File: config.mk
export PLATFORM = sky130hd
export DESIGN_NAME = proximity_rep_counter_flat
export DESIGN_NICKNAME = d
export VERILOG_FILES = /design/src/rtl/prc_pkg.sv /design/src/rtl/prc_if.sv /design/src/rtl/proximity_rep_counter.sv /design/src/rtl/prc_csr.sv /design/src/rtl/prc_core.sv /design/src/flat_wrapper.sv
export SDC_FILE = /design/constraint.sdc
export NUM_CORES = 2
export LEC_CHECK = 0
export BUFFER_PORTS_ARGS = -buffer_cell sky130_fd_sc_hd__buf_4
export CAP_MARGIN = 20
export CELL_PAD_IN_SITES_DETAIL_PLACEMENT = 1
export CELL_PAD_IN_SITES_GLOBAL_PLACEMENT = 1
export CORE_ASPECT_RATIO = 1.2
export CORE_MARGIN = 2
export CORE_UTILIZATION = 40
export CTS_CLUSTER_SIZE = 24
export DETAILED_ROUTE_END_ITERATION = 6
export PLACE_DENSITY_LB_ADDON = 0.15
export SYNTH_ARGS = -nofsm -noshare
export SYNTH_HDL_FRONTEND = slang
export SYNTH_SLANG_ARGS = --single-unit
File: constraint.sdc
create_clock -name clock -period 12.45 [get_ports clock]
set_input_delay 2.49 -clock clock [delete_from_list [all_inputs] [get_ports clock]]
set_output_delay 2.49 -clock clock [all_outputs]
set_load 0.02 [all_outputs]
File: src/rtl/prc_pkg.sv
`timescale 1ns / 1ps

package prc_pkg;

   localparam int TIME_W      = 32;
   localparam int ECHO_W      = 20;
   localparam int DIST_W      = 15;
   localparam int DISTCFG_W   = 12;
   localparam int DELAY_W     = 16;
   localparam int YEAR_W      = 8;
   localparam int MONTH_W     = 4;
   localparam int DAY_W       = 5;
   localparam int OUT_COUNT_W = 32;
   localparam int CSR_IDX_W   = 3;
   localparam int CSR_DATA_W  = 16;

   // Width of the lift counters; the result carries their low 32 bits.
   localparam int COUNT_WIDTH = 32;

   // Echo to cm: echo / 58 == (echo >> 1) / 29, done as a multiply by a
   // rounded-up reciprocal of 29 scaled by 2^24. The rounding error of 9
   // stays below 2^(24 - 19), so the quotient is exact for any 19-bit value.
   localparam int HALF_ECHO_W  = ECHO_W - 1;
   localparam int RECIP_SHIFT  = 24;
   localparam int RECIP_W      = 20;
   localparam logic [RECIP_W-1:0] RECIP_29 = 20'd578525;
   localparam int PROD_W       = HALF_ECHO_W + RECIP_W;

   localparam logic REQ_SAMPLE = 1'b0;
   localparam logic REQ_DATE   = 1'b1;

   typedef logic [COUNT_WIDTH-1:0] count_type;

   typedef enum logic [CSR_IDX_W-1:0] {
      CSR_NEAR_LIMIT       = 3'd0,
      CSR_LIFT_LIMIT       = 3'd1,
      CSR_ON_DELAY         = 3'd2,
      CSR_OFF_DELAY        = 3'd3,
      CSR_DWELL_TIME       = 3'd4,
      CSR_REFRACTORY_TIME  = 3'd5,
      CSR_SAMPLE_INTERVAL  = 3'd6
   } csr_index_type;

   typedef struct packed {
      logic [DISTCFG_W-1:0] near_limit;
      logic [DISTCFG_W-1:0] lift_limit;
      logic [DELAY_W-1:0]   backlight_on_delay;
      logic [DELAY_W-1:0]   backlight_off_delay;
      logic [DELAY_W-1:0]   dwell_time;
      logic [DELAY_W-1:0]   refractory_time;
      logic [DELAY_W-1:0]   sample_interval;
   } cfg_type;

   typedef struct packed {
      logic               req_type;
      logic [TIME_W-1:0]  now_ms;
      logic [DIST_W-1:0]  range_cm;
      logic [YEAR_W-1:0]  year;
      logic [MONTH_W-1:0] month;
      logic [DAY_W-1:0]   day;
   } item_type;

   typedef struct packed {
      logic                   backlight_on;
      logic                   counted;
      logic [OUT_COUNT_W-1:0] all_count;
      logic [OUT_COUNT_W-1:0] day_count;
   } result_type;

   function automatic logic [DIST_W-1:0] echo_to_cm(input logic [ECHO_W-1:0] echo);
      logic [PROD_W-1:0] prod;
      prod = PROD_W'(echo[ECHO_W-1:1]) * PROD_W'(RECIP_29);
      return prod[RECIP_SHIFT +: DIST_W];
   endfunction

endpackage

File: src/rtl/prc_if.sv
`timescale 1ns / 1ps

interface prc_req_if;
   logic                            valid;
   logic                            ready;
   logic                            req_type;
   logic [prc_pkg::TIME_W-1:0]      now_ms;
   logic [prc_pkg::ECHO_W-1:0]      echo_us;
   logic [prc_pkg::YEAR_W-1:0]      year;
   logic [prc_pkg::MONTH_W-1:0]     month;
   logic [prc_pkg::DAY_W-1:0]       day;

   modport source (output valid, req_type, now_ms, echo_us, year, month, day, input ready);
   modport sink   (input valid, req_type, now_ms, echo_us, year, month, day, output ready);
endinterface

interface prc_rsp_if;
   logic                              valid;
   logic                              ready;
   logic                              backlight_on;
   logic                              counted;
   logic [prc_pkg::OUT_COUNT_W-1:0]   all_count;
   logic [prc_pkg::OUT_COUNT_W-1:0]   day_count;

   modport source (output valid, backlight_on, counted, all_count, day_count, input ready);
   modport sink   (input valid, backlight_on, counted, all_count, day_count, output ready);
endinterface

interface prc_csr_if;
   logic                             valid;
   logic                             ready;
   logic [prc_pkg::CSR_IDX_W-1:0]    index;
   logic [prc_pkg::CSR_DATA_W-1:0]   data;

   modport source (output valid, index, data, input ready);
   modport sink   (input valid, index, data, output ready);
endinterface

File: src/rtl/proximity_rep_counter.sv
`timescale 1ns / 1ps

// Lift counter driven by ultrasonic echo samples and calendar date checks.
// req_ch takes one beat per item: req_type selects a distance sample (echo_us)
// or a date check (year, month, day); now_ms is the item's millisecond time.
// rsp_ch returns exactly one beat per item, in order: the backlight flag,
// whether this item counted a lift, and the total and daily lift counts.
// csr_ch writes the seven threshold and timing registers by index; it is
// always ready, and the user must write it only while the block is idle;
// the block does not enforce this. A request beat passes the input register
// and then the response register; the echo is converted to cm while the
// beat is registered, and all state is updated in one pass between the two
// registers. One item per cycle is sustained while rsp_ch is ready.
// When rsp_ch stalls, the response register holds and one more request is
// still taken into the input register; req_ch.ready drops after that.
// Reset clears both pipeline valid flags, restores the register defaults,
// zeroes all times and counts, and turns the backlight flag on.
module proximity_rep_counter (
   input logic      clock,
   input logic      reset,
   prc_req_if.sink  req_ch,
   prc_rsp_if.source rsp_ch,
   prc_csr_if.sink  csr_ch
);

   prc_pkg::cfg_type    cfg;
   prc_pkg::item_type   item_ff, item_in;
   logic                item_valid_ff, item_valid_in;
   prc_pkg::result_type result;
   prc_pkg::result_type rsp_ff;
   logic                rsp_valid_ff, rsp_valid_in;
   logic                req_beat, advance;

   assign csr_ch.ready = 1'b1;

   prc_csr u_csr (
      .clock    (clock),
      .reset    (reset),
      .wr_en    (csr_ch.valid),
      .wr_index (csr_ch.index),
      .wr_data  (csr_ch.data),
      .cfg      (cfg)
   );

   assign advance      = item_valid_ff && (!rsp_valid_ff || rsp_ch.ready);
   assign req_ch.ready = !item_valid_ff || advance;
   assign req_beat     = req_ch.valid && req_ch.ready;

   always_comb begin
      item_in.req_type = req_ch.req_type;
      item_in.now_ms   = req_ch.now_ms;
      item_in.range_cm = prc_pkg::echo_to_cm(req_ch.echo_us);
      item_in.year     = req_ch.year;
      item_in.month    = req_ch.month;
      item_in.day      = req_ch.day;

      item_valid_in = req_beat || (item_valid_ff && !advance);

      if (advance) begin
         rsp_valid_in = 1'b1;
      end else if (rsp_ch.ready) begin
         rsp_valid_in = 1'b0;
      end else begin
         rsp_valid_in = rsp_valid_ff;
      end
   end

   always_ff @(posedge clock) begin
      if (reset) begin
         item_valid_ff <= 1'b0;
         rsp_valid_ff  <= 1'b0;
      end else begin
         item_valid_ff <= item_valid_in;
         rsp_valid_ff  <= rsp_valid_in;
      end
   end

   always_ff @(posedge clock) begin
      if (req_beat) begin
         item_ff <= item_in;
      end
      if (advance) begin
         rsp_ff <= result;
      end
   end

   prc_core u_core (
      .clock  (clock),
      .reset  (reset),
      .cfg    (cfg),
      .step   (advance),
      .item   (item_ff),
      .result (result)
   );

   assign rsp_ch.valid        = rsp_valid_ff;
   assign rsp_ch.backlight_on = rsp_ff.backlight_on;
   assign rsp_ch.counted      = rsp_ff.counted;
   assign rsp_ch.all_count    = rsp_ff.all_count;
   assign rsp_ch.day_count    = rsp_ff.day_count;

endmodule

File: src/rtl/prc_csr.sv
`timescale 1ns / 1ps

module prc_csr (
   input  logic                             clock,
   input  logic                             reset,
   input  logic                             wr_en,
   input  logic [prc_pkg::CSR_IDX_W-1:0]    wr_index,
   input  logic [prc_pkg::CSR_DATA_W-1:0]   wr_data,
   output prc_pkg::cfg_type                 cfg
);

   prc_pkg::cfg_type cfg_ff;
   prc_pkg::cfg_type cfg_in;

   always_comb begin
      cfg_in = cfg_ff;
      if (wr_en) begin
         unique case (prc_pkg::csr_index_type'(wr_index))
            prc_pkg::CSR_NEAR_LIMIT:
               cfg_in.near_limit = wr_data[prc_pkg::DISTCFG_W-1:0];
            prc_pkg::CSR_LIFT_LIMIT:
               cfg_in.lift_limit = wr_data[prc_pkg::DISTCFG_W-1:0];
            prc_pkg::CSR_ON_DELAY:        cfg_in.backlight_on_delay  = wr_data;
            prc_pkg::CSR_OFF_DELAY:       cfg_in.backlight_off_delay = wr_data;
            prc_pkg::CSR_DWELL_TIME:      cfg_in.dwell_time          = wr_data;
            prc_pkg::CSR_REFRACTORY_TIME: cfg_in.refractory_time     = wr_data;
            prc_pkg::CSR_SAMPLE_INTERVAL: cfg_in.sample_interval     = wr_data;
            default: ;
         endcase
      end
   end

   always_ff @(posedge clock) begin
      if (reset) begin
         cfg_ff.near_limit          <= 12'd100;
         cfg_ff.lift_limit          <= 12'd30;
         cfg_ff.backlight_on_delay  <= 16'd500;
         cfg_ff.backlight_off_delay <= 16'd10000;
         cfg_ff.dwell_time          <= 16'd1000;
         cfg_ff.refractory_time     <= 16'd2000;
         cfg_ff.sample_interval     <= 16'd100;
      end else begin
         cfg_ff <= cfg_in;
      end
   end

   assign cfg = cfg_ff;

endmodule

File: src/rtl/prc_core.sv
`timescale 1ns / 1ps

module prc_core (
   input  logic                 clock,
   input  logic                 reset,
   input  prc_pkg::cfg_type     cfg,
   input  logic                 step,
   input  prc_pkg::item_type    item,
   output prc_pkg::result_type  result
);

   logic [prc_pkg::TIME_W-1:0]  last_sample_ff, last_sample_in;
   logic [prc_pkg::TIME_W-1:0]  last_near_ff, last_near_in;
   logic [prc_pkg::TIME_W-1:0]  last_empty_ff, last_empty_in;
   logic [prc_pkg::TIME_W-1:0]  last_count_ff, last_count_in;
   logic [prc_pkg::TIME_W-1:0]  lift_start_ff, lift_start_in;
   logic                        lift_counted_ff, lift_counted_in;
   logic                        backlight_ff, backlight_in;
   prc_pkg::count_type          total_ff, total_in;
   prc_pkg::count_type          daily_ff, daily_in;
   logic [prc_pkg::YEAR_W-1:0]  year_ff, year_in;
   logic [prc_pkg::MONTH_W-1:0] month_ff, month_in;
   logic [prc_pkg::DAY_W-1:0]   day_ff, day_in;

   logic [prc_pkg::TIME_W-1:0]  now;
   logic [prc_pkg::TIME_W-1:0]  sample_t, near_t, empty_t, count_t;
   logic [prc_pkg::TIME_W-1:0]  due_t, start_t;
   logic [prc_pkg::TIME_W-1:0]  since_empty, since_near, since_start, since_count;
   logic [prc_pkg::DIST_W-1:0]  empty_d, lifting_d;
   logic                        is_date, date_differs, sample_ok, counted;

   assign now     = item.now_ms;
   assign is_date = (item.req_type == prc_pkg::REQ_DATE);

   // Stored times past now mean the timer wrapped; pull them back first.
   assign sample_t = (last_sample_ff > now) ? now : last_sample_ff;
   assign near_t   = (last_near_ff > now) ? now : last_near_ff;
   assign empty_t  = (last_empty_ff > now) ? now : last_empty_ff;
   assign count_t  = (last_count_ff > now) ? now : last_count_ff;

   assign due_t     = sample_t + prc_pkg::TIME_W'(cfg.sample_interval);
   assign sample_ok = !is_date && (now > due_t);

   assign empty_d   = prc_pkg::DIST_W'(cfg.near_limit);
   assign lifting_d = prc_pkg::DIST_W'(cfg.lift_limit);

   // A zero start time marks no lift in progress.
   assign start_t     = (lift_start_ff == '0) ? now : lift_start_ff;
   assign since_empty = now - empty_t;
   assign since_near  = now - near_t;
   assign since_start = now - start_t;
   assign since_count = now - count_t;

   assign date_differs = (item.year != year_ff) || (item.month != month_ff) ||
                         (item.day != day_ff);

   always_comb begin
      last_sample_in  = sample_t;
      last_near_in    = near_t;
      last_empty_in   = empty_t;
      last_count_in   = count_t;
      lift_start_in   = lift_start_ff;
      lift_counted_in = lift_counted_ff;
      backlight_in    = backlight_ff;
      total_in        = total_ff;
      daily_in        = daily_ff;
      year_in         = year_ff;
      month_in        = month_ff;
      day_in          = day_ff;
      counted         = 1'b0;

      if (is_date) begin
         if (date_differs) begin
            daily_in = '0;
            year_in  = item.year;
            month_in = item.month;
            day_in   = item.day;
         end
      end else if (sample_ok) begin
         if (item.range_cm < empty_d) begin
            if (since_empty > prc_pkg::TIME_W'(cfg.backlight_on_delay)) begin
               backlight_in = 1'b1;
            end
            last_near_in = now;
         end
         if (item.range_cm > empty_d) begin
            if (since_near > prc_pkg::TIME_W'(cfg.backlight_off_delay)) begin
               backlight_in = 1'b0;
            end
            last_empty_in = now;
         end
         if (item.range_cm < lifting_d) begin
            lift_start_in = start_t;
            if ((since_start > prc_pkg::TIME_W'(cfg.dwell_time)) && !lift_counted_ff &&
                (since_count > prc_pkg::TIME_W'(cfg.refractory_time))) begin
               total_in        = total_ff + prc_pkg::count_type'(1);
               daily_in        = daily_ff + prc_pkg::count_type'(1);
               lift_counted_in = 1'b1;
               last_count_in   = now;
               counted         = 1'b1;
            end
         end
         if (item.range_cm > lifting_d) begin
            lift_counted_in = 1'b0;
            lift_start_in   = '0;
         end
         last_sample_in = now;
      end
   end

   always_ff @(posedge clock) begin
      if (reset) begin
         last_sample_ff  <= '0;
         last_near_ff    <= '0;
         last_empty_ff   <= '0;
         last_count_ff   <= '0;
         lift_start_ff   <= '0;
         lift_counted_ff <= 1'b0;
         backlight_ff    <= 1'b1;
         total_ff        <= '0;
         daily_ff        <= '0;
         year_ff         <= '0;
         month_ff        <= '0;
         day_ff          <= '0;
      end else if (step) begin
         last_sample_ff  <= last_sample_in;
         last_near_ff    <= last_near_in;
         last_empty_ff   <= last_empty_in;
         last_count_ff   <= last_count_in;
         lift_start_ff   <= lift_start_in;
         lift_counted_ff <= lift_counted_in;
         backlight_ff    <= backlight_in;
         total_ff        <= total_in;
         daily_ff        <= daily_in;
         year_ff         <= year_in;
         month_ff        <= month_in;
         day_ff          <= day_in;
      end
   end

   assign result.backlight_on = backlight_in;
   assign result.counted      = counted;
   assign result.all_count    = prc_pkg::OUT_COUNT_W'(total_in);
   assign result.day_count    = prc_pkg::OUT_COUNT_W'(daily_in);

   a_count_arms_lock: assert property (@(posedge clock) disable iff (reset)
      step && counted |=> lift_counted_ff)
      else $error("counted lift did not set the lift lock");

   a_lock_bumps_total: assert property (@(posedge clock) disable iff (reset)
      $rose(lift_counted_ff) |-> total_ff == $past(total_ff) + prc_pkg::count_type'(1))
      else $error("lift lock set without a total count increment");

   a_new_date_clears: assert property (@(posedge clock) disable iff (reset)
      step && is_date && date_differs |=> daily_ff == '0)
      else $error("new date did not clear the day count");

   a_idle_holds: assert property (@(posedge clock) disable iff (reset)
      !step |=> $stable(total_ff) && $stable(daily_ff) && $stable(backlight_ff))
      else $error("state changed without a processed item");

endmodule

File: src/flat_wrapper.sv
// flat-port wrapper written by rule: the top's interface ports become plain ports
module proximity_rep_counter_flat 
  (clock, reset, req_ch_valid, req_ch_req_type, req_ch_now_ms, req_ch_echo_us, req_ch_year, req_ch_month, req_ch_day, req_ch_ready, rsp_ch_valid, rsp_ch_backlight_on, rsp_ch_counted, rsp_ch_all_count, rsp_ch_day_count, rsp_ch_ready, csr_ch_valid, csr_ch_index, csr_ch_data, csr_ch_ready);
  prc_req_if req_ch_i ();
  prc_rsp_if rsp_ch_i ();
  prc_csr_if csr_ch_i ();
  input logic clock;
  input logic reset;
  input wire logic [$bits(req_ch_i.valid)-1:0] req_ch_valid;
  input wire logic [$bits(req_ch_i.req_type)-1:0] req_ch_req_type;
  input wire logic [$bits(req_ch_i.now_ms)-1:0] req_ch_now_ms;
  input wire logic [$bits(req_ch_i.echo_us)-1:0] req_ch_echo_us;
  input wire logic [$bits(req_ch_i.year)-1:0] req_ch_year;
  input wire logic [$bits(req_ch_i.month)-1:0] req_ch_month;
  input wire logic [$bits(req_ch_i.day)-1:0] req_ch_day;
  output wire logic [$bits(req_ch_i.ready)-1:0] req_ch_ready;
  output wire logic [$bits(rsp_ch_i.valid)-1:0] rsp_ch_valid;
  output wire logic [$bits(rsp_ch_i.backlight_on)-1:0] rsp_ch_backlight_on;
  output wire logic [$bits(rsp_ch_i.counted)-1:0] rsp_ch_counted;
  output wire logic [$bits(rsp_ch_i.all_count)-1:0] rsp_ch_all_count;
  output wire logic [$bits(rsp_ch_i.day_count)-1:0] rsp_ch_day_count;
  input wire logic [$bits(rsp_ch_i.ready)-1:0] rsp_ch_ready;
  input wire logic [$bits(csr_ch_i.valid)-1:0] csr_ch_valid;
  input wire logic [$bits(csr_ch_i.index)-1:0] csr_ch_index;
  input wire logic [$bits(csr_ch_i.data)-1:0] csr_ch_data;
  output wire logic [$bits(csr_ch_i.ready)-1:0] csr_ch_ready;
  assign req_ch_i.valid = req_ch_valid;
  assign req_ch_i.req_type = req_ch_req_type;
  assign req_ch_i.now_ms = req_ch_now_ms;
  assign req_ch_i.echo_us = req_ch_echo_us;
  assign req_ch_i.year = req_ch_year;
  assign req_ch_i.month = req_ch_month;
  assign req_ch_i.day = req_ch_day;
  assign req_ch_ready = req_ch_i.ready;
  assign rsp_ch_valid = rsp_ch_i.valid;
  assign rsp_ch_backlight_on = rsp_ch_i.backlight_on;
  assign rsp_ch_counted = rsp_ch_i.counted;
  assign rsp_ch_all_count = rsp_ch_i.all_count;
  assign rsp_ch_day_count = rsp_ch_i.day_count;
  assign rsp_ch_i.ready = rsp_ch_ready;
  assign csr_ch_i.valid = csr_ch_valid;
  assign csr_ch_i.index = csr_ch_index;
  assign csr_ch_i.data = csr_ch_data;
  assign csr_ch_ready = csr_ch_i.ready;
  proximity_rep_counter u_core (.clock(clock), .reset(reset), .req_ch(req_ch_i), .rsp_ch(rsp_ch_i), .csr_ch(csr_ch_i));
endmodule
==> summary.md <==
| Metric | Value |
|---|---|
| Status | `finished clean` |
| Sequential-to-total area share from yosys stat | `26.5%` |
| TritonCTS clock tree | `yes` |
| Final Non-Filler Cells | `6366` |
| Final period util | `82.9%` |
| Power Dens Cells | `149 mW/mm²` |
| Vias per inst | `5.69` |
| Vias in the first global route | `37000` |
| Share of the synthesized area in the top cell type | `17.0%` |
| Slew headroom | `26.4%` |
| Clock latency on the worst-skew pair | `0.67 ns` |
| GRT overflow | `0` |
| Hold WC Path Type | `flop to flop` |
| Critical path launch point type | `flop` |
| Final Core Density | `44.6%` |
| Initial core utilization | `40.2%` |
| Achievable frequency | `0.0969 GHz` |
| Routability Congestion | `0.899` |
| Post-Synth Adder-Cell Area | `23.9%` |
| Reg2Reg Depth | `33` |
| EDFF count, synth | `131` |
| Num rows | `129` |
| Setup TNS | `0 ns` |
| # clock sinks | `480` |
| Ant. Diodes | `0` |
| Combinational family with the most area after synthesis | `adder cells` |
| Die H | `356 µm` |
| Syn Std Cell Area | `0.0412 mm²` |
| Clock Skew | `0.0392 ns` |
| RSZ-0062 raised after global routing | `no` |
| Reg area | `0.0109 mm²` |
| Largest net degree at the start of global routing | `189` |
| TritonRoute pass-1 iters | `5` |
| Synth area leaders | `dfxtp_1 (17%), ha_1 (17%), edfxtp_1 (9.5%)` |
| Num ports | `163` |
| Post-CTS Resized | `0` |
| Worst Hold Path Cells | `2` |
| Share of cells above drive strength 1 | `7.91%` |
| Layout area overhead | `11.2%` |
| Core Box Area | `0.103 mm²` |
| Final nets | `5736` |
| Netlist cell types | `98` |
| Gate Count Post-Synth | `4883` |
| Post-Synth Simple-Gate Area | `18.3%` |
| Initial antenna violation count | `3` |
| Routed wire length | `133000 µm` |
| First-pass GRT wire length | `210000 µm` |
| Ys Warns | `0` |
| Multi-input gate area | `0.0280 mm²` |
| Full die area | `0.106 mm²` |
| Syn_nets | `5676` |
| Hold Fails Final Rpt | `0` |
| Slowest cell delay on critical path | `0.81 ns` |
| Buf/Inv on CP | `3` |
| Placed Cells | `6256` |
| Post-synth top area cell | `dfxtp_1` |
| Compound-gate portion of the synthesized area | `18.5%` |
| Leakage | `19.2 nW` |
| Most frequent cells after synthesis | `nand2_1 (589), ha_1 (552), a21oi_1 (470)` |
| H-tree Lvls | `2` |
| Initial drt markers | `1702` |
| Maximum VDD drop | `0.216 mV` |
| Delay-heaviest family, CP | `compound AO/OA/AOI/OAI gates` |
| Setup bufs post-CTS | `0` |
| Most common flop cell mapped by yosys | `dfxtp_1` |
| Max cap viols | `0` |
| Multiplexer share of the synthesized area | `3.25%` |
| Post-Syn Area per Cell | `8.44 µm²` |
| CTS buffer count | `57` |
| Flops & latches, synth | `480` |
| Critical path depth | `33` |
| HPWL Detailed | `102000 µm` |
| CP Capture Type | `flop` |
| Port Buffers | `160` |
| Residual DRC count | `0` |
| Max Fanout on Critical Path | `50` |
| Via count | `36200` |
| Clock-pin slew of the registers on the worst-case setup and hold paths | `0.06 ns` |
| CTS Hold Bufs | `0` |
| Async S/R FF share, synth | `0%` |
| Antenna viol nets, final | `0` |
| Most frequent cell after synthesis | `nand2_1` |
| # fillers | `12200` |
| Worst-margin pin slew | `1.09 ns` |
| Post-Synth XOR/XNOR Area | `3.70%` |
| Worst hold slack | `0.454 ns` |
| Die width | `297 µm` |
| Clk Tree Root Cell | `clkbuf_16` |
| Setup CP Type | `flop to flop` |
| Arrival @ worst endpoint | `10.81 ns` |
| Clk buf depth | `3` |
| Final Critical Period | `10.32 ns` |
| Number of setup violations in the final report | `0` |
| Final Max Tran Viols | `0` |
| Crit path max-delay cell type | `edfxtp_1` |
| Routed length per placed instance | `20.9 µm` |
| Total track usage | `24.7%` |
| Critical path required time | `12.94 ns` |
[through the flow]
| stage | total power [mW] | cell area [µm²] | setup slack [ns] |
|---|---|---|---|
| detailed placement | 5.08 | 43800 | 2.10 |
| global route | 7.44 | 45800 | 1.50 |
| finish | 6.84 | 45800 | 2.13 |
| floorplan | 4.17 | 41200 | 3.80 |
| CTS | 6.94 | 45800 | 2.05 |
| global placement | 5.00 | 43800 | 2.33 |
[sequential cells by signal (all words and copies together) (netlist names), 32 cells and up]
name                          flops
u_core.u_core.lift_start_ff      32
u_core.u_core.daily_ff           32
u_core.rsp_ch.all_count          32
u_core.u_core.last_empty_ff      32
u_core.u_csr.cfg                104
u_core.rsp_ch.day_count          32
u_core.u_core.last_sample_ff     32
u_core.u_core.last_count_ff      32
u_core.u_core.total_ff           32
u_core.u_core.last_near_ff       32
u_core.item_ff                   65
[report_power, final]
| group | internal [mW] | switching [mW] |
|---|---|---|
| registers | 1.73 | 0.0416 |
| clock network | 1.04 | 0.757 |
| logic | 1.34 | 1.94 |
[routing by layer]
| layer | GRT usage, % | vias up | wire length (µm) |
|---|---|---|---|
| li1 | - | 17700 | - |
| met1 | 30.6 | 17900 | 58100 |
| met2 | 45.1 | 474 | 67200 |
| met3 | 2.58 | 186 | 3740 |
| met4 | 7.12 | 4 | 3780 |
| met5 | 0 | - | 26 |
[cell type report]
| cell class | count | share of cell area [%] |
|---|---|---|
| Clock buffer | 67 | 3.30 |
| Clock inverter | 40 | 1.04 |
| Inverter | 384 | 3.15 |
| Multi-Input combinational cell | 3793 | 61.1 |
| Sequential cell | 480 | 23.8 |
| Tap cell | 1375 | 3.75 |
| Timing Repair Buffer | 227 | 3.87 |
[worst paths after layout]
kind                                    endpoint                 start  slack, ns
hold reg to reg             u_core.u_csr.cfg[78]  u_core.u_csr.cfg[78]       0.45
hold / removal              u_core.u_csr.cfg[78]  u_core.u_csr.cfg[78]       0.45
setup / recovery  u_core.u_core.last_near_ff[14]    u_core.item_ff[61]       2.13
setup reg to reg  u_core.u_core.last_near_ff[14]    u_core.item_ff[61]       2.13
[cell families after synthesis]
group | count (synthesis)
DFF | 480
xor gates and xnor gates | 174
other | 1
and+or+nand+nor | 1578
buffers and inverters | 610
adders and majority gates | 699
muxes | 133
AOI/OAI and AO/OA | 1208
[layout by cell type, fill, tap and decap left out, types with 22 or more instances in the layout]
cell type / netlist / final
nand2_1: 589 / 589
ha_1: 552 / 552
a21oi_1: 470 / 468
inv_1: 382 / 381
dfxtp_1: 349 / 349
nor2_1: 313 / 312
buf_4: 2 / 222
o21ai_0: 188 / 188
fa_1: 147 / 147
edfxtp_1: 131 / 131
mux2i_1: 125 / 125
nand3_1: 123 / 123
nand4_1: 118 / 118
xnor2_1: 101 / 101
nor3_1: 93 / 91
o211ai_1: 83 / 83
a21o_1: 78 / 77
xor2_1: 73 / 73
a31oi_1: 58 / 57
clkbuf_16: 0 / 57
o21a_1: 54 / 54
and3_1: 49 / 49
nor4_1: 46 / 46
nor2b_1: 45 / 45
or3_1: 39 / 39
nand2b_1: 39 / 38
or4_1: 33 / 33
o21bai_1: 26 / 25
a211oi_1: 25 / 25
o31ai_1: 22 / 22
[worst min-delay path: stages, from the launching register on]
cell and delay, ns:
dfxtp_1 0.30, nand2_1 0.05, a21oi_1 0.05
No activity file was read; power rests on OpenSTA's default activity.
